<file path="src/rtl/vfpl_pkg.sv">
`default_nettype none

package vfpl_pkg;

  // Fixed field widths
  localparam int unsigned FMT_W   = 5;
  localparam int unsigned DIM_W   = 15;
  localparam int unsigned LINE_W  = 17;
  localparam int unsigned ROWS_W  = 15;
  localparam int unsigned SIZE_W  = 32;
  localparam int unsigned PLANE_W = 2;
  localparam int unsigned ALGN_W  = 4;

  // Width and height are clipped to this before use
  localparam logic [DIM_W-1:0] MAX_DIM = 15'd16384;

  // Alignment exponent is clipped to this
  localparam logic [ALGN_W-1:0] ALIGN_LOG2_MAX = 4'd12;
  localparam logic [ALGN_W-1:0] ALIGN_LOG2_RST = 4'd5;

  localparam logic [PLANE_W-1:0] LAST_PLANE = 2'd3;

  // V210 divide by three: floor(y * V210_RECIP / 2^V210_SHIFT) for y < 8192
  localparam logic [11:0] V210_RECIP = 12'd2731;
  localparam int unsigned V210_SHIFT = 13;

  typedef enum logic [FMT_W-1:0] {
    FMT_NONE = 5'd0,  FMT_I420 = 5'd1,  FMT_NV12 = 5'd2,  FMT_YVYU = 5'd3,
    FMT_YUY2 = 5'd4,  FMT_UYVY = 5'd5,  FMT_RGBA = 5'd6,  FMT_BGRA = 5'd7,
    FMT_BGRX = 5'd8,  FMT_Y800 = 5'd9,  FMT_I444 = 5'd10, FMT_BGR3 = 5'd11,
    FMT_I422 = 5'd12, FMT_I40A = 5'd13, FMT_I42A = 5'd14, FMT_YUVA = 5'd15,
    FMT_AYUV = 5'd16, FMT_I010 = 5'd17, FMT_P010 = 5'd18, FMT_I210 = 5'd19,
    FMT_I412 = 5'd20, FMT_YA2L = 5'd21, FMT_P216 = 5'd22, FMT_P416 = 5'd23,
    FMT_V210 = 5'd24, FMT_R10L = 5'd25
  } format_code_t;

  // Bytes per line as a function of width
  typedef enum logic [2:0] {
    LK_NONE, LK_FULL, LK_HALF, LK_DOUBLE, LK_TRIPLE, LK_QUAD, LK_V210
  } line_kind_t;

  // Lines per plane as a function of height
  typedef enum logic [1:0] {
    HK_NONE, HK_FULL, HK_HALF
  } height_kind_t;

  typedef struct packed {
    line_kind_t   lk;
    height_kind_t hk;
  } plane_code_t;

  typedef plane_code_t [3:0] format_planes_t;

  typedef struct packed {
    logic [LINE_W-1:0] line_bytes;
    logic [ROWS_W-1:0] rows;
  } line_geom_t;

  localparam plane_code_t PC_NONE = '{lk: LK_NONE,   hk: HK_NONE};
  localparam plane_code_t PC_F    = '{lk: LK_FULL,   hk: HK_FULL};
  localparam plane_code_t PC_F_HH = '{lk: LK_FULL,   hk: HK_HALF};
  localparam plane_code_t PC_H    = '{lk: LK_HALF,   hk: HK_FULL};
  localparam plane_code_t PC_H_HH = '{lk: LK_HALF,   hk: HK_HALF};
  localparam plane_code_t PC_D    = '{lk: LK_DOUBLE, hk: HK_FULL};
  localparam plane_code_t PC_D_HH = '{lk: LK_DOUBLE, hk: HK_HALF};
  localparam plane_code_t PC_T    = '{lk: LK_TRIPLE, hk: HK_FULL};
  localparam plane_code_t PC_Q    = '{lk: LK_QUAD,   hk: HK_FULL};
  localparam plane_code_t PC_V    = '{lk: LK_V210,   hk: HK_FULL};

  // Per-format plane layout; element [0] is plane 0
  function automatic plane_code_t plane_code(input logic [FMT_W-1:0] fmt,
                                             input logic [PLANE_W-1:0] idx);
    format_planes_t p;
    case (fmt)
      FMT_I420: p = {PC_NONE, PC_H_HH, PC_H_HH, PC_F};
      FMT_NV12: p = {PC_NONE, PC_NONE, PC_F_HH, PC_F};
      FMT_YVYU: p = {PC_NONE, PC_NONE, PC_NONE, PC_D};
      FMT_YUY2: p = {PC_NONE, PC_NONE, PC_NONE, PC_D};
      FMT_UYVY: p = {PC_NONE, PC_NONE, PC_NONE, PC_D};
      FMT_RGBA: p = {PC_NONE, PC_NONE, PC_NONE, PC_Q};
      FMT_BGRA: p = {PC_NONE, PC_NONE, PC_NONE, PC_Q};
      FMT_BGRX: p = {PC_NONE, PC_NONE, PC_NONE, PC_Q};
      FMT_Y800: p = {PC_NONE, PC_NONE, PC_NONE, PC_F};
      FMT_I444: p = {PC_NONE, PC_F, PC_F, PC_F};
      FMT_BGR3: p = {PC_NONE, PC_NONE, PC_NONE, PC_T};
      FMT_I422: p = {PC_NONE, PC_H, PC_H, PC_F};
      FMT_I40A: p = {PC_F, PC_H_HH, PC_H_HH, PC_F};
      FMT_I42A: p = {PC_F, PC_H, PC_H, PC_F};
      FMT_YUVA: p = {PC_F, PC_F, PC_F, PC_F};
      FMT_AYUV: p = {PC_NONE, PC_NONE, PC_NONE, PC_Q};
      FMT_I010: p = {PC_NONE, PC_F_HH, PC_F_HH, PC_D};
      FMT_P010: p = {PC_NONE, PC_NONE, PC_D_HH, PC_D};
      FMT_I210: p = {PC_NONE, PC_F, PC_F, PC_D};
      FMT_I412: p = {PC_NONE, PC_D, PC_D, PC_D};
      FMT_YA2L: p = {PC_D, PC_D, PC_D, PC_D};
      FMT_P216: p = {PC_NONE, PC_NONE, PC_D, PC_D};
      FMT_P416: p = {PC_NONE, PC_NONE, PC_Q, PC_D};
      FMT_V210: p = {PC_NONE, PC_NONE, PC_NONE, PC_V};
      FMT_R10L: p = {PC_NONE, PC_NONE, PC_NONE, PC_Q};
      default:  p = {PC_NONE, PC_NONE, PC_NONE, PC_NONE};
    endcase
    return p[idx];
  endfunction

endpackage

`default_nettype wire

</file>
<file path="src/rtl/vfpl_frame_if.sv">
`default_nettype none

// Frame description channel
interface vfpl_frame_if;
  logic                          valid;
  logic                          ready;
  logic [vfpl_pkg::FMT_W-1:0]    format_code;
  logic [vfpl_pkg::DIM_W-1:0]    frame_width;
  logic [vfpl_pkg::DIM_W-1:0]    frame_height;

  modport source (output valid, format_code, frame_width, frame_height, input ready);
  modport sink   (input valid, format_code, frame_width, frame_height, output ready);
endinterface

`default_nettype wire

</file>
<file path="src/rtl/vfpl_plane_if.sv">
`default_nettype none

// Plane layout result channel
interface vfpl_plane_if;
  logic                          valid;
  logic                          ready;
  logic [vfpl_pkg::PLANE_W-1:0]  plane_index;
  logic                          plane_present;
  logic [vfpl_pkg::LINE_W-1:0]   line_bytes;
  logic [vfpl_pkg::ROWS_W-1:0]   plane_rows;
  logic [vfpl_pkg::SIZE_W-1:0]   plane_offset;
  logic [vfpl_pkg::SIZE_W-1:0]   plane_bytes;
  logic [vfpl_pkg::SIZE_W-1:0]   total_bytes;
  logic                          last_plane;

  modport source (output valid, plane_index, plane_present, line_bytes, plane_rows,
                  plane_offset, plane_bytes, total_bytes, last_plane, input ready);
  modport sink   (input valid, plane_index, plane_present, line_bytes, plane_rows,
                  plane_offset, plane_bytes, total_bytes, last_plane, output ready);
endinterface

`default_nettype wire

</file>
<file path="src/rtl/vfpl_line_calc.sv">
`default_nettype none

// Line size and row count of one plane from its layout code
module vfpl_line_calc (
  input  wire vfpl_pkg::plane_code_t         code,
  input  wire logic [vfpl_pkg::DIM_W-1:0]    width,
  input  wire logic [vfpl_pkg::DIM_W-1:0]    height,
  output vfpl_pkg::line_geom_t               geom
);

  logic [15:0] half_sum;
  logic [15:0] v210_x;
  logic [11:0] v210_y;
  logic [23:0] v210_prod;
  logic [10:0] v210_q;
  logic [17:0] line_raw;

  // V210: ceil(w/48)*48 then /6*16 collapses to ceil(w/48)*128
  assign half_sum  = {1'b0, width} + 16'd1;
  assign v210_x    = {1'b0, width} + 16'd47;
  assign v210_y    = v210_x[15:4];
  assign v210_prod = {12'd0, v210_y} * {12'd0, vfpl_pkg::V210_RECIP};
  assign v210_q    = v210_prod[vfpl_pkg::V210_SHIFT +: 11];

  // Bytes per line, then lines per plane; half height rounds down
  always_comb begin
    case (code.lk)
      vfpl_pkg::LK_FULL:   line_raw = {3'd0, width};
      vfpl_pkg::LK_HALF:   line_raw = {3'd0, half_sum[15:1]};
      vfpl_pkg::LK_DOUBLE: line_raw = {2'd0, width, 1'b0};
      vfpl_pkg::LK_TRIPLE: line_raw = {2'd0, width, 1'b0} + {3'd0, width};
      vfpl_pkg::LK_QUAD:   line_raw = {1'b0, width, 2'd0};
      vfpl_pkg::LK_V210:   line_raw = {v210_q, 7'd0};
      default:             line_raw = '0;
    endcase
    geom.line_bytes = line_raw[17] ? '1 : line_raw[vfpl_pkg::LINE_W-1:0];

    case (code.hk)
      vfpl_pkg::HK_FULL: geom.rows = height;
      vfpl_pkg::HK_HALF: geom.rows = {1'b0, height[vfpl_pkg::DIM_W-1:1]};
      default:           geom.rows = '0;
    endcase
  end

endmodule

`default_nettype wire

</file>
<file path="src/rtl/video_frame_plane_layout.sv">
`default_nettype none

// Planar frame buffer layout. Each accepted frame description (format code,
// width, height) yields four plane results, plane 0 first, on the plane
// channel: line size, row count, present flag, byte offset, size rounded up
// to 2^alignment_log2 bytes and the running total. A front sequencer walks
// the four planes of an item, one plane per cycle while stage 1 can load,
// through four register stages (table lookup and line size, line x rows
// product, alignment, running total into the output register). The plane
// sequencer takes the next item in the cycle its predecessor issues its last
// plane. alignment_log2 resets to 5 and values above 12 act as 12; change it
// only while the block is empty.
module video_frame_plane_layout (
  input  wire logic                            clk,
  input  wire logic                            rst,
  input  wire logic                            cfg_write,
  input  wire logic [vfpl_pkg::ALGN_W-1:0]     cfg_data,
  vfpl_frame_if.sink                           frame,
  vfpl_plane_if.source                         plane
);

  // Configuration
  logic [vfpl_pkg::ALGN_W-1:0] align_lg;
  logic [vfpl_pkg::ALGN_W-1:0] align_lg_sat;
  logic [11:0]                 align_mask;

  // Sequencer
  logic                          busy;
  logic [vfpl_pkg::PLANE_W-1:0]  cnt;
  logic [vfpl_pkg::FMT_W-1:0]    fmt;
  logic [vfpl_pkg::DIM_W-1:0]    width;
  logic [vfpl_pkg::DIM_W-1:0]    height;
  logic                          issue;
  logic                          take;

  // Stage 1: geometry
  logic                          v1;
  logic [vfpl_pkg::PLANE_W-1:0]  idx1;
  logic                          pres1;
  vfpl_pkg::line_geom_t          geom1;
  vfpl_pkg::line_geom_t          geom_calc;
  vfpl_pkg::plane_code_t         code0;

  // Stage 2: raw size
  logic                          v2;
  logic [vfpl_pkg::PLANE_W-1:0]  idx2;
  logic                          pres2;
  logic [vfpl_pkg::LINE_W-1:0]   lb2;
  logic [vfpl_pkg::ROWS_W-1:0]   rows2;
  logic [vfpl_pkg::SIZE_W-1:0]   prod2;

  // Stage 3: aligned size
  logic                          v3;
  logic [vfpl_pkg::PLANE_W-1:0]  idx3;
  logic                          pres3;
  logic [vfpl_pkg::LINE_W-1:0]   lb3;
  logic [vfpl_pkg::ROWS_W-1:0]   rows3;
  logic [vfpl_pkg::SIZE_W-1:0]   size3;
  logic [vfpl_pkg::SIZE_W-1:0]   size3_next;

  // Output stage and running total
  logic                          vo;
  logic [vfpl_pkg::SIZE_W-1:0]   acc;
  logic [vfpl_pkg::SIZE_W-1:0]   base;
  logic [vfpl_pkg::SIZE_W:0]     sum;
  logic [vfpl_pkg::SIZE_W-1:0]   total_next;

  logic en1, en2, en3, en_o;

  // Stage enables: a stage loads when empty or when its successor moves
  assign en_o = !vo || plane.ready;
  assign en3  = !v3 || en_o;
  assign en2  = !v2 || en3;
  assign en1  = !v1 || en2;

  // Alignment mask
  assign align_lg_sat = (align_lg > vfpl_pkg::ALIGN_LOG2_MAX) ? vfpl_pkg::ALIGN_LOG2_MAX
                                                              : align_lg;
  assign align_mask   = 12'((13'd1 << align_lg_sat) - 13'd1);

  always_ff @(posedge clk) begin
    if (rst) begin
      align_lg <= vfpl_pkg::ALIGN_LOG2_RST;
    end else if (cfg_write) begin
      align_lg <= cfg_data;
    end
  end

  // Plane sequencer: holds one item, issues planes 0..3
  assign issue       = busy && en1;
  assign frame.ready = !busy || (issue && cnt == vfpl_pkg::LAST_PLANE);
  assign take        = frame.valid && frame.ready;

  always_ff @(posedge clk) begin
    if (rst) begin
      busy <= 1'b0;
      cnt  <= '0;
    end else if (take) begin
      busy <= 1'b1;
      cnt  <= '0;
    end else if (issue) begin
      busy <= (cnt != vfpl_pkg::LAST_PLANE);
      cnt  <= cnt + 2'd1;
    end
  end

  always_ff @(posedge clk) begin
    if (take) begin
      fmt    <= frame.format_code;
      width  <= (frame.frame_width > vfpl_pkg::MAX_DIM) ? vfpl_pkg::MAX_DIM
                                                        : frame.frame_width;
      height <= (frame.frame_height > vfpl_pkg::MAX_DIM) ? vfpl_pkg::MAX_DIM
                                                         : frame.frame_height;
    end
  end

  // Stage 1: layout lookup and line geometry
  assign code0 = vfpl_pkg::plane_code(fmt, cnt);

  vfpl_line_calc u_line_calc (
    .code   (code0),
    .width  (width),
    .height (height),
    .geom   (geom_calc)
  );

  always_ff @(posedge clk) begin
    if (rst) begin
      v1 <= 1'b0;
    end else if (en1) begin
      v1 <= issue;
    end
  end

  always_ff @(posedge clk) begin
    if (en1) begin
      idx1  <= cnt;
      pres1 <= (geom_calc.line_bytes != '0) && (geom_calc.rows != '0);
      geom1 <= geom_calc;
    end
  end

  // Stage 2: line size times rows, absent planes forced to zero
  always_ff @(posedge clk) begin
    if (rst) begin
      v2 <= 1'b0;
    end else if (en2) begin
      v2 <= v1;
    end
  end

  always_ff @(posedge clk) begin
    if (en2) begin
      idx2  <= idx1;
      pres2 <= pres1;
      lb2   <= pres1 ? geom1.line_bytes : '0;
      rows2 <= pres1 ? geom1.rows : '0;
      prod2 <= {15'd0, geom1.line_bytes} * {17'd0, geom1.rows};
    end
  end

  // Stage 3: round up to alignment (never exceeds 32 bits)
  assign size3_next = pres2 ? ((prod2 + {20'd0, align_mask}) & ~{20'd0, align_mask}) : '0;

  always_ff @(posedge clk) begin
    if (rst) begin
      v3 <= 1'b0;
    end else if (en3) begin
      v3 <= v2;
    end
  end

  always_ff @(posedge clk) begin
    if (en3) begin
      idx3  <= idx2;
      pres3 <= pres2;
      lb3   <= lb2;
      rows3 <= rows2;
      size3 <= size3_next;
    end
  end

  // Stage 4: running total, restarted on plane 0, saturating
  assign base       = (idx3 == '0) ? '0 : acc;
  assign sum        = {1'b0, base} + {1'b0, size3};
  assign total_next = sum[vfpl_pkg::SIZE_W] ? '1 : sum[vfpl_pkg::SIZE_W-1:0];

  always_ff @(posedge clk) begin
    if (rst) begin
      vo <= 1'b0;
    end else if (en_o) begin
      vo <= v3;
    end
  end

  always_ff @(posedge clk) begin
    if (en_o && v3) begin
      acc                 <= total_next;
      plane.plane_index   <= idx3;
      plane.plane_present <= pres3;
      plane.line_bytes    <= lb3;
      plane.plane_rows    <= rows3;
      plane.plane_offset  <= pres3 ? base : '0;
      plane.plane_bytes   <= size3;
      plane.total_bytes   <= total_next;
      plane.last_plane    <= (idx3 == vfpl_pkg::LAST_PLANE);
    end
  end

  assign plane.valid = vo;

  // Checks
  a_first_offset : assert property (@(posedge clk) disable iff (rst)
    plane.valid && plane.plane_index == '0 |-> plane.plane_offset == '0)
    else $error("plane 0 offset not zero");

  a_absent_zero : assert property (@(posedge clk) disable iff (rst)
    plane.valid && !plane.plane_present |->
      plane.plane_bytes == '0 && plane.line_bytes == '0 && plane.plane_rows == '0)
    else $error("absent plane carries data");

  a_total_covers : assert property (@(posedge clk) disable iff (rst)
    plane.valid |-> plane.total_bytes >= plane.plane_bytes)
    else $error("running total below plane size");

  a_stage_hold : assert property (@(posedge clk) disable iff (rst)
    v1 && !en1 |=> v1 && $stable(idx1))
    else $error("stalled stage 1 lost its plane");

  a_seq_issue : assert property (@(posedge clk) disable iff (rst)
    issue && cnt != vfpl_pkg::LAST_PLANE |=> busy && cnt == $past(cnt) + 2'd1)
    else $error("plane sequencer skipped a plane");

endmodule

`default_nettype wire

</file>
<file path="src/flat_wrapper.sv">
// flat-port wrapper written by rule: the top's interface ports become plain ports
module video_frame_plane_layout_flat 
  (clk, rst, cfg_write, cfg_data, frame_valid, frame_format_code, frame_frame_width, frame_frame_height, frame_ready, plane_valid, plane_plane_index, plane_plane_present, plane_line_bytes, plane_plane_rows, plane_plane_offset, plane_plane_bytes, plane_total_bytes, plane_last_plane, plane_ready);
  vfpl_frame_if frame_i ();
  vfpl_plane_if plane_i ();
  input  wire logic clk;
  input  wire logic rst;
  input  wire logic cfg_write;
  input  wire logic [vfpl_pkg::ALGN_W-1:0] cfg_data;
  input wire logic [$bits(frame_i.valid)-1:0] frame_valid;
  input wire logic [$bits(frame_i.format_code)-1:0] frame_format_code;
  input wire logic [$bits(frame_i.frame_width)-1:0] frame_frame_width;
  input wire logic [$bits(frame_i.frame_height)-1:0] frame_frame_height;
  output wire logic [$bits(frame_i.ready)-1:0] frame_ready;
  output wire logic [$bits(plane_i.valid)-1:0] plane_valid;
  output wire logic [$bits(plane_i.plane_index)-1:0] plane_plane_index;
  output wire logic [$bits(plane_i.plane_present)-1:0] plane_plane_present;
  output wire logic [$bits(plane_i.line_bytes)-1:0] plane_line_bytes;
  output wire logic [$bits(plane_i.plane_rows)-1:0] plane_plane_rows;
  output wire logic [$bits(plane_i.plane_offset)-1:0] plane_plane_offset;
  output wire logic [$bits(plane_i.plane_bytes)-1:0] plane_plane_bytes;
  output wire logic [$bits(plane_i.total_bytes)-1:0] plane_total_bytes;
  output wire logic [$bits(plane_i.last_plane)-1:0] plane_last_plane;
  input wire logic [$bits(plane_i.ready)-1:0] plane_ready;
  assign frame_i.valid = frame_valid;
  assign frame_i.format_code = frame_format_code;
  assign frame_i.frame_width = frame_frame_width;
  assign frame_i.frame_height = frame_frame_height;
  assign frame_ready = frame_i.ready;
  assign plane_valid = plane_i.valid;
  assign plane_plane_index = plane_i.plane_index;
  assign plane_plane_present = plane_i.plane_present;
  assign plane_line_bytes = plane_i.line_bytes;
  assign plane_plane_rows = plane_i.plane_rows;
  assign plane_plane_offset = plane_i.plane_offset;
  assign plane_plane_bytes = plane_i.plane_bytes;
  assign plane_total_bytes = plane_i.total_bytes;
  assign plane_last_plane = plane_i.last_plane;
  assign plane_i.ready = plane_ready;
  video_frame_plane_layout u_core (.clk(clk), .rst(rst), .cfg_write(cfg_write), .cfg_data(cfg_data), .frame(frame_i), .plane(plane_i));
endmodule
</file>
<file path="config.mk">
export PLATFORM = sky130hd
export DESIGN_NAME = video_frame_plane_layout_flat
export DESIGN_NICKNAME = d
export VERILOG_FILES = /design/src/rtl/vfpl_pkg.sv /design/src/rtl/vfpl_frame_if.sv /design/src/rtl/vfpl_plane_if.sv /design/src/rtl/vfpl_line_calc.sv /design/src/rtl/video_frame_plane_layout.sv /design/src/flat_wrapper.sv
export SDC_FILE = /design/constraint.sdc
export NUM_CORES = 1
export LEC_CHECK = 0
export BUFFER_PORTS_ARGS = -buffer_cell sky130_fd_sc_hd__buf_2
export CORE_UTILIZATION = 50
export DETAILED_ROUTE_END_ITERATION = 12
export GPL_TIMING_DRIVEN = 0
export PLACE_DENSITY_LB_ADDON = 0.25
export SYNTH_ARGS = -nofsm -noshare
export SYNTH_HDL_FRONTEND = slang
export SYNTH_SLANG_ARGS = --single-unit
</file>
<file path="constraint.sdc">
create_clock -name clk -period 6.95 [get_ports clk]
set_input_delay 0.695 -clock clk [delete_from_list [all_inputs] [get_ports clk]]
set_output_delay 0.695 -clock clk [all_outputs]
set_load 0.01 [all_outputs]
</file>
After elaboration in Yosys (flattened, before gate mapping)
Memories as Yosys holds them, arrays and structs flattened. A register that Yosys moved wholly into a read port is not among the register bits.
Index checks and enable logic that the tools add are counted.
- logic and storage cells: 90
- memory bits (read-only): 512
- memories kept: 1
- bits of input ports: 44
- register bits: 347
- output and inout port bits: 134
- memories (memory ; depth ; bits a word ; rd ports ; clocked after Yosys merged registers in ; wr ports ; RTL line ; text):
    (no name shown) ; 32 ; 16 ; 1 ; 1 ; 0 ; vfpl_pkg.sv:74 ; case (fmt)
- magnitude comparators: 4
- equal/unequal tests: 11
- bitwise operators: 2
- multiplexer cells: 10
- multipliers: 2
- reduce and logical (&&, ||, !) cells: 20
- add/sub/neg operators: 7
- shifts and indexed selects: 1
- operators by type and width (cell ; number):
    18-bit one-hot mux with 6 select lines ; 1
    32-bit by 32-bit adder with 33-bit output ; 1
    32-bit by 12-bit adder with 32-bit output ; 1
    32-bit AND ; 1
    17-bit by 15-bit multiplier with 32-bit output ; 1
    32-bit two-way mux ; 1
    12-bit inverter with 32-bit output ; 1
    15-bit greater-than comparator (second input constant) ; 2
    15-bit one-hot mux with 2 select lines ; 1
    12-bit by 12-bit multiplier with 24-bit output (second input constant) ; 1
    16-bit by 15-bit adder with 17-bit output ; 1
    17-bit two-way mux ; 1
    17-bit nonzero test ; 1
    15-bit by 1-bit adder with 16-bit output (second input constant) ; 1
    15-bit by 6-bit adder with 16-bit output (second input constant) ; 1
    15-bit nonzero test ; 1
    1-bit by 4-bit left shift with 12-bit output (first input constant) ; 1
    12-bit by 1-bit subtractor with 12-bit output (second input constant) ; 1
    5-bit binary-select mux with 2-bit select ; 1
    5-bit two-way mux ; 2
    3-bit equality test (second input constant) ; 3
    2-bit equality test (second input constant) ; 3
    3-bit by 2-bit equality test with 1-bit output (second input constant) ; 2
    1-bit logical AND ; 5
    13 further kinds ; 22

Longest topological paths before layout
Gate-level depths: netlist of run 1.
- depth after elaboration: 10
- mapped depth: 31
- gate-level depth less buffers: 29

Modules after synthesis
Synthesis of run 1 repeated with hierarchy kept, for this count alone.
- cell total of the unflattened synthesis: 2630
- area total of the unflattened synthesis: 28569.9 µm²
- modules (own cells, without submodules) (module ; seq. area each (µm²) ; times used ; cells an instance ; area an instance (µm²)):
    video_frame_plane_layout ; 10610.2 ; 1 ; 2054 ; 23794.1
    vfpl_line_calc ; 0.0 ; 1 ; 576 ; 4775.8

Least setup slack after synthesis of run 1
Ideal clock, no wire load.
- path kind: input to register
- from: input port plane_ready
- to: register u_core.plane.last_plane, enable pin
- data arrival time: 6.750 ns
- data required time: 6.310 ns
- cell stages on the path: 2
- path buffers: 0
- slack: -0.440 ns
- library setup time: 0.640 ns
- path through: and2b_1 nor2b_1
- longest elaborated chain between the ends: 2
- ends and longest elaborated chain (element ; RTL line ; text):
    start, declared ; flat_wrapper.sv:24 ; input wire logic [$bits(plane_i.ready)-1:0] plane_ready;
    1-bit logical OR ; video_frame_plane_layout.sv:71 ; assign en_o = !vo || plane.ready;
    1-bit logical AND ; video_frame_plane_layout.sv:197 ; if (en_o && v3) begin
    end signal, assigned ; video_frame_plane_layout.sv:206 ; plane.last_plane <= (idx3 == vfpl_pkg::LAST_PLANE);
    end, declared ; vfpl_plane_if.sv:17 ; plane_offset, plane_bytes, total_bytes, last_plane, input ready);
No other way between the ends.
A chain may end at the register's enable or synchronous reset.

Worst setup path in the final report of run 1
- from: register u_core.geom1[10] (netlist bit)
- to: register u_core.prod2[30] (netlist bit) (data pin)
- longest elaborated chain between the ends: 1
- ends and longest elaborated chain (element ; RTL line ; text):
    start, declared ; video_frame_plane_layout.sv:40 ; vfpl_pkg::line_geom_t geom1;
    start signal, assigned ; video_frame_plane_layout.sv:139 ; geom1 <= geom_calc;
    17-bit by 15-bit multiplier with 32-bit output ; video_frame_plane_layout.sv:158 ; prod2 <= {15'd0, geom1.line_bytes} * {17'd0, geom1.rows};
    end signal, assigned ; video_frame_plane_layout.sv:158 ;
    end, declared ; video_frame_plane_layout.sv:50 ; logic [vfpl_pkg::SIZE_W-1:0] prod2;
No other way between the ends.

==> impl_metrics.csv, run 1 <==
group,metric,value,unit
sta,setup_ws,203,ps
synthesis,synthFlopType,"edfxtp_1",
drt,post_drt_via_cell_ratio,5.40,
die,rows,86,
drt,wl,65300,microns
power_and_ir_drop,p_per_area,351,nW/um^2
worst_setup_path,critPathKind,"flip-flop to flip-flop",
place,gp_congestion,0.926,
sta,fmax,148,MHz
worst_setup_path,reg2regPathDepth,21,
grt,overflow,0,
clocking,clk_latency,570,ps
finish,fin_nets,3400,
die,ios,178,
drt,routed-via-count,19700,
drt,wl_per_cell,17.9,microns
sta,report.final.slew_viol_count,0,
worst_setup_path,rrSetupSlack,200,ps
clocking,cts_root_buf,"clkbuf_16",
worst_setup_path,cp-start-kind,"flip-flop",
hold_path,min_to,"u_core.fmt[3]",
drt,drc,0,
clocking,cts-hold-fix-buffers,0,
power_and_ir_drop,internal-power,6.76,mW
die,die_width,240,microns
worst_setup_path,crit_fanout,10,
synthesis,synth_edf_count,336,
place,post-place-ws,-470,ps
drt,wl_met3,2800,microns
synthesis,syn_nets,3149,
clocking,cts-htree-levels,2,
worst_setup_path,arrival,7060,ps
finish,nFillCells,4518,
hold_path,hp-start,"frame_format_code[3]",
sta,setup_viol,0,
sta,tightest_slew,1060,ps
hold_path,hold_class,"input pin to flip-flop",
sta,slew_headroom,29.2,%
power_and_ir_drop,p_comb_share,50.7,%
finish,final_cell_mix,"336 x edfxtp_1, 304 x inv_1, 256 x nand2_1, 246 x ha_1, 233 x fa_1",
sta,min_period,6750,ps
worst_setup_path,crit_required,7260,ps
place,portBuffers,177,
finish,area_growth,14.1,%
status,status,"finished clean",
sta,finalClockSkew,24.2,ps
clocking,cts_sinks,362,
worst_setup_path,r2r_end,"u_core.prod2[30]",
finish,drive_above_1_share,14.0,%
die,die_h,240,microns
die,start_util,50.9,%
grt,grt_pass1_vias,20200,
drt,wl_met1,27000,microns
synthesis,synth_area_per_cell,10.8,sq um
synthesis,ys_types,95,
hold_path,hold_path_depth,1,
finish,utilization,58.1,%
synthesis,synthCells,2623,
drt,top_layer_used,"met4",
synthesis,netlist_area,28200,sq um
synthesis,synth_warnings,0,
grt,antenna_found_initial,1,
die,fp.dieArea,57400,sq um
power_and_ir_drop,ir_drop,0.313,mV
clocking,cts_tree,"yes",
clocking,cts-buffers-inserted,42,
finish,final_common_cell,"edfxtp_1",
power_and_ir_drop,pwr-share-clk,20.5,%
worst_setup_path,reg2reg_from,"u_core.geom1[10]",
synthesis,ys_ff_latch,362,
sta,hold_viol,0,
place,dp_hpwl,52000,microns
synthesis,async_flop_share,0,%
grt,grt_max_degree,68,
drt,detail-route-antenna-nets,0,
power_and_ir_drop,seqPwrFrac,28.8,%
synthesis,ys_seq_area_share,37.6,%
sta,finalCritPeriodShare,97.1,%
clocking,clock_path_buffers,3,
drt,drt-initial-drc-count,1000,
power_and_ir_drop,switching_power,4.53,mW
power_and_ir_drop,leakage,14.6,nW
grt,grt_use_total,23.1,%
flow_run,drv_cap,0,
drt,first_pass_iters,5,
clocking,clkTransAtPathRegs,60,ps
die,coreArea,55400,sq um
grt,grt_pass1_wl,104000,microns
finish,n_antenna_cell,0,
worst_setup_path,critPathCaptureType,"flip-flop",
drt,wl_met2,33100,microns
power_and_ir_drop,swShare,40.1,%
[cell families (layout without fill, tap and decap cells)]
| group | count (synthesis) | after routing | synth area share [%] |
|---|---|---|---|
| flip-flops | 362 | 362 | 37.6 |
| buffers and inverters | 408 | 692 | 5.58 |
| multiplexers | 29 | 29 | 1.15 |
| AND/OR/NAND/NOR | 828 | 828 | 14.9 |
| AO/OA/AOI/OAI | 395 | 395 | 9.50 |
| XOR/XNOR | 119 | 119 | 3.70 |
| adder cells (fa/ha/maj) | 482 | 482 | 27.6 |
[per-layer routing]
metal | vias to the layer above | GRT usage, %
li1 | 9477 | -
met1 | 9547 | 27.7
met2 | 583 | 41.9
met3 | 139 | 2.58
met4 | 0 | 9.54
met5 | - | 0
[flip-flops by register name, indices dropped and copies added (netlist names), 17 cells and up, named ones only]
name                       cells
u_core.lb2                    17
u_core.prod2                  32
u_core.size3                  32
u_core.plane.line_bytes       17
u_core.plane.plane_offset     32
u_core.geom1                  32
u_core.lb3                    17
u_core.plane.total_bytes      32
u_core.plane.plane_bytes      32
[final cells by class]
type,count,area [sq um],share of cell area (%)
Clock buffer,50,1120,3.48
Timing Repair Buffer,217,1300,4.03
Tap cell,748,936,2.91
Clock inverter,27,362,1.12
Multi-Input combinational cell,1853,16300,50.6
Inverter,307,1150,3.58
Sequential cell,362,10600,33.0
Buffer,91,408,1.27
[per-stage QoR]
| step | hold slack (ps) | power, mW | instance area [sq um] | setup TNS [ps] | instances |
|---|---|---|---|---|---|
| floorplan | 400 | 7.42 | 28200 | 0 | 2623 |
| global placement | 401 | 8.64 | 30000 | -3900 | 3548 |
| detailed placement | 405 | 8.80 | 30200 | -5180 | 3555 |
| CTS | 298 | 11.2 | 31800 | 0 | 3638 |
| global route | 309 | 12.2 | 32200 | -77.3 | 3655 |
| finish | 324 | 11.3 | 32200 | 0 | 3655 |
[worst max-delay path, stage by stage, from the launching register on]
cell and delay, ps:
edfxtp_1 610, clkbuf_1 520, nand2_1 160, fa_1 510
fa_1 540, inv_1 50, fa_1 470, inv_1 50
fa_1 470, inv_1 50, fa_1 490, fa_1 410
ha_1 360, nor2_1 80, nor2b_1 110, nor2_1 60
or3b_2 460, o21ai_1 410, nand4_1 180, and3_1 230
o21ai_1 160, xor2_1 80
[cells in the mapped netlist, drive strengths merged (16+ instances only)]
library cell / instances / area, sq um
xor2: 53 / 464
buf: 24 / 133
inv: 307 / 1150
a22oi: 16 / 120
nand4: 21 / 131
and3: 49 / 307
edfxtp: 336 / 10100
nand3: 33 / 178
o21ai: 72 / 368
nor2b: 50 / 313
fa: 233 / 4660
nand2: 260 / 981
a21o: 45 / 338
dfxtp: 26 / 521
and2: 177 / 1110
clkbuf: 77 / 289
a31oi: 16 / 121
nand2b: 16 / 100
mux2i: 22 / 224
a21oi: 124 / 632
ha: 249 / 3120
nor3: 34 / 175
xnor2: 66 / 578
nor2: 136 / 513
[how the worst max path moves through the flow]
stage	start	to	slack, ps
3_5_place_dp	u_core.geom1[3]	u_core.prod2[30]	-470
6_report	u_core.geom1[10]	u_core.prod2[30]	200
5_1_grt	u_core.width[0]	u_core.pres1	-30
4_1_cts	u_core.geom1[1]	u_core.prod2[30]	4
2_1_floorplan	u_core.width[2]	u_core.pres1	620
3_3_place_gp	u_core.geom1[3]	u_core.prod2[30]	-420
[power by group through the flow]
stage / sequential (mW) / clock (mW) / combinational (mW)
2_1_floorplan: 3.14 / 0 / 4.28
3_3_place_gp: 3.27 / 0 / 5.37
3_5_place_dp: 3.28 / 0 / 5.51
4_1_cts: 3.24 / 2.37 / 5.62
5_1_grt: 3.28 / 2.45 / 6.47
6_report: 3.25 / 2.32 / 5.72
[repair_timing]
item | 4_1_cts | 5_1_grt
cloned | 0 | 0
setup buffers | 9 | 24
gates resized for setup | 19 | 56
endpoints found under the hold margin | 0 | 0
setup endpoints to repair | 22 | 19
pin swaps | 0 | 9
Power figures use the tool's default switching activity.
==> run 2, diff against run 1 <==
- CTS_BUF_LIST: unset -> sky130_fd_sc_hd__clkbuf_4
- RECOVER_POWER: unset -> 25
==> run 2 against run 1 <==
The run now ends with capacitance limit, slew limit left. Clock-buffer cell count rose by 77. Power is 2.9% lower. Highest routed layer unchanged. Clock skew grew 42 ps. Worst hold slack got worse by 190 ps. Utilization decreased by 0.25 points. Combinational power barely moved. Non-clock buffer count rose by 11. Register-to-register slack better by 50 ps. First-iteration DRC count is 7.4% lower.
==> impl_metrics.csv, run 2 (synthesis gave the netlist of run 1 again) <==
group,metric,value,unit
status,violations,"capacitance limit, slew limit",
place,gp_congestion,0.926,
grt,grt_use_total,23.4,%
die,rows,86,
worst_setup_path,cpMaxStageDelayCell,"fa_1",
place,portBuffers,177,
finish,final_common_cell,"edfxtp_1",
drt,drc,0,
worst_setup_path,crit_fanout,8,
worst_setup_path,crit_required,7470,ps
finish,drive_above_1_share,16.0,%
sta,finalSetupTns,0,ps
clocking,cts_sinks,362,
finish,area_growth,13.6,%
clocking,cts-buffers-inserted,96,
clocking,cts_root_buf,"clkbuf_4",
power_and_ir_drop,ir_drop,0.318,mV
die,die_width,240,microns
grt,overflow,0,
drt,routed-via-count,20300,
sta,tightest_slew,1760,ps
clocking,cts_tree,"yes",
sta,fmax,149,MHz
hold_path,hold_class,"input pin to flip-flop",
place,dpl_cell_area,30200,sq um
drt,wl_per_cell,17.6,microns
grt,grt_pass1_vias,20700,
sta,hold_viol,0,
sta,finalClockSkew,66.3,ps
clocking,clock_path_buffers,3,
sta,report.final.slew_viol_count,31,
die,die_h,240,microns
drt,wl,66100,microns
clocking,clkTransAtPathRegs,70,ps
sta,min_period,6700,ps
grt,antenna_found_initial,2,
die,coreArea,55400,sq um
worst_setup_path,arrival,7220,ps
power_and_ir_drop,p_per_area,342,nW/um^2
finish,final_cell_mix,"336 x edfxtp_1, 302 x inv_1, 256 x nand2_1, 243 x ha_1, 233 x fa_1",
drt,post_drt_via_cell_ratio,5.39,
worst_setup_path,critPathKind,"flip-flop to flip-flop",
finish,fin_nets,3465,
drt,first_pass_iters,5,
sta,finalCritPeriodShare,96.4,%
drt,drt-initial-drc-count,926,
die,start_util,50.9,%
status,status,"complete, but fails checks",
worst_setup_path,cp_slowest_stage_delay,540,ps
drt,detail-route-antenna-nets,0,
sta,slew_headroom,-17.1,%
die,fp.dieArea,57400,sq um
grt,grt_max_degree,68,
sta,whs,132,ps
sta,rsz0062_at_grt,"true",
die,ios,178,
finish,final_cell_area,32000,sq um
clocking,cts-htree-levels,3,
flow_run,drv_cap,1,
worst_setup_path,critPathCaptureType,"flip-flop",
grt,grt_pass1_wl,104000,microns
worst_setup_path,cp-start-kind,"flip-flop",
power_and_ir_drop,leakage,14.6,nW
place,dp_hpwl,52000,microns
power_and_ir_drop,finalPower,11.0,mW
sta,setup_viol,0,
clocking,clk_latency,840,ps
## run 2: cell type report
class | count | area (sq um)
clock inverters | 46 | 373
flip-flops and latches | 362 | 10600
fillers | 4620 | 23400
clock buffers | 127 | 953
inverters | 307 | 1150
diodes | 1 | 2.50
repair buffers | 226 | 1340
well taps | 748 | 936
plain buffers | 93 | 417
multi-input cells | 1853 | 16300
## run 2: layer usage
metal	routed length (microns)	up-vias	track usage, %	part of all wire [%]
met5	0	-	0	0
met4	2630	0	11.2	4.0
met3	3350	171	3.42	5.1
met2	33600	640	42.0	51
met1	26600	9775	27.2	40
li1	-	9692	-	-
## run 2: where the power goes
group / internal (mW) / leakage [nW] / switching (mW)
logic: 2.37 / 10.1 / 3.36
clock network: 1.09 / 0.773 / 0.896
registers: 2.96 / 3.72 / 0.292
## run 2: repair_timing
action,in CTS,in global routing
setup buffers,5,28
pin swaps,0,7
endpoints found under the setup margin,23,21
hold endpoints to repair,8,0
hold buffers,9,0
resized for setup,24,57
## run 2: path summary, 6_finish.rpt
| kind | startpoint | to | slack [ps] | cells past startpoint |
|---|---|---|---|---|
| worst max register to register | u_core.width[0] | u_core.pres1 | 250 | 28 |
| worst min register to register | u_core.rows3[11] | u_core.plane.plane_rows[11] | 380 | 0 |
| worst max-delay path | u_core.width[0] | u_core.pres1 | 250 | 28 |
| worst min-delay path | cfg_data[3] | u_core.align_lg[3] | 130 | 3 |
## run 2: critical path, delay by kind of cell, from the launching register on
kind	cells	cell delay, ps
AO/OA/AOI/OAI	8	1580
AND/OR/NAND/NOR	7	1010
flip-flops	1	360
adder cells (fa/ha/maj)	7	2720
buffers and inverters	4	340
XOR/XNOR	2	400
## run 2: per-stage QoR
| stage | setup WS, ps | instances | utilization (%) |
|---|---|---|---|
| final | 250 | 3763 | 57.8 |
| after detailed placement | -470 | 3555 | 54.5 |
| after global routing | -70.8 | 3763 | 57.8 |
| after CTS | 3.28 | 3739 | 57.3 |
| after global placement | -419 | 3548 | 54.2 |
| after floorplan | 618 | 2623 | - |
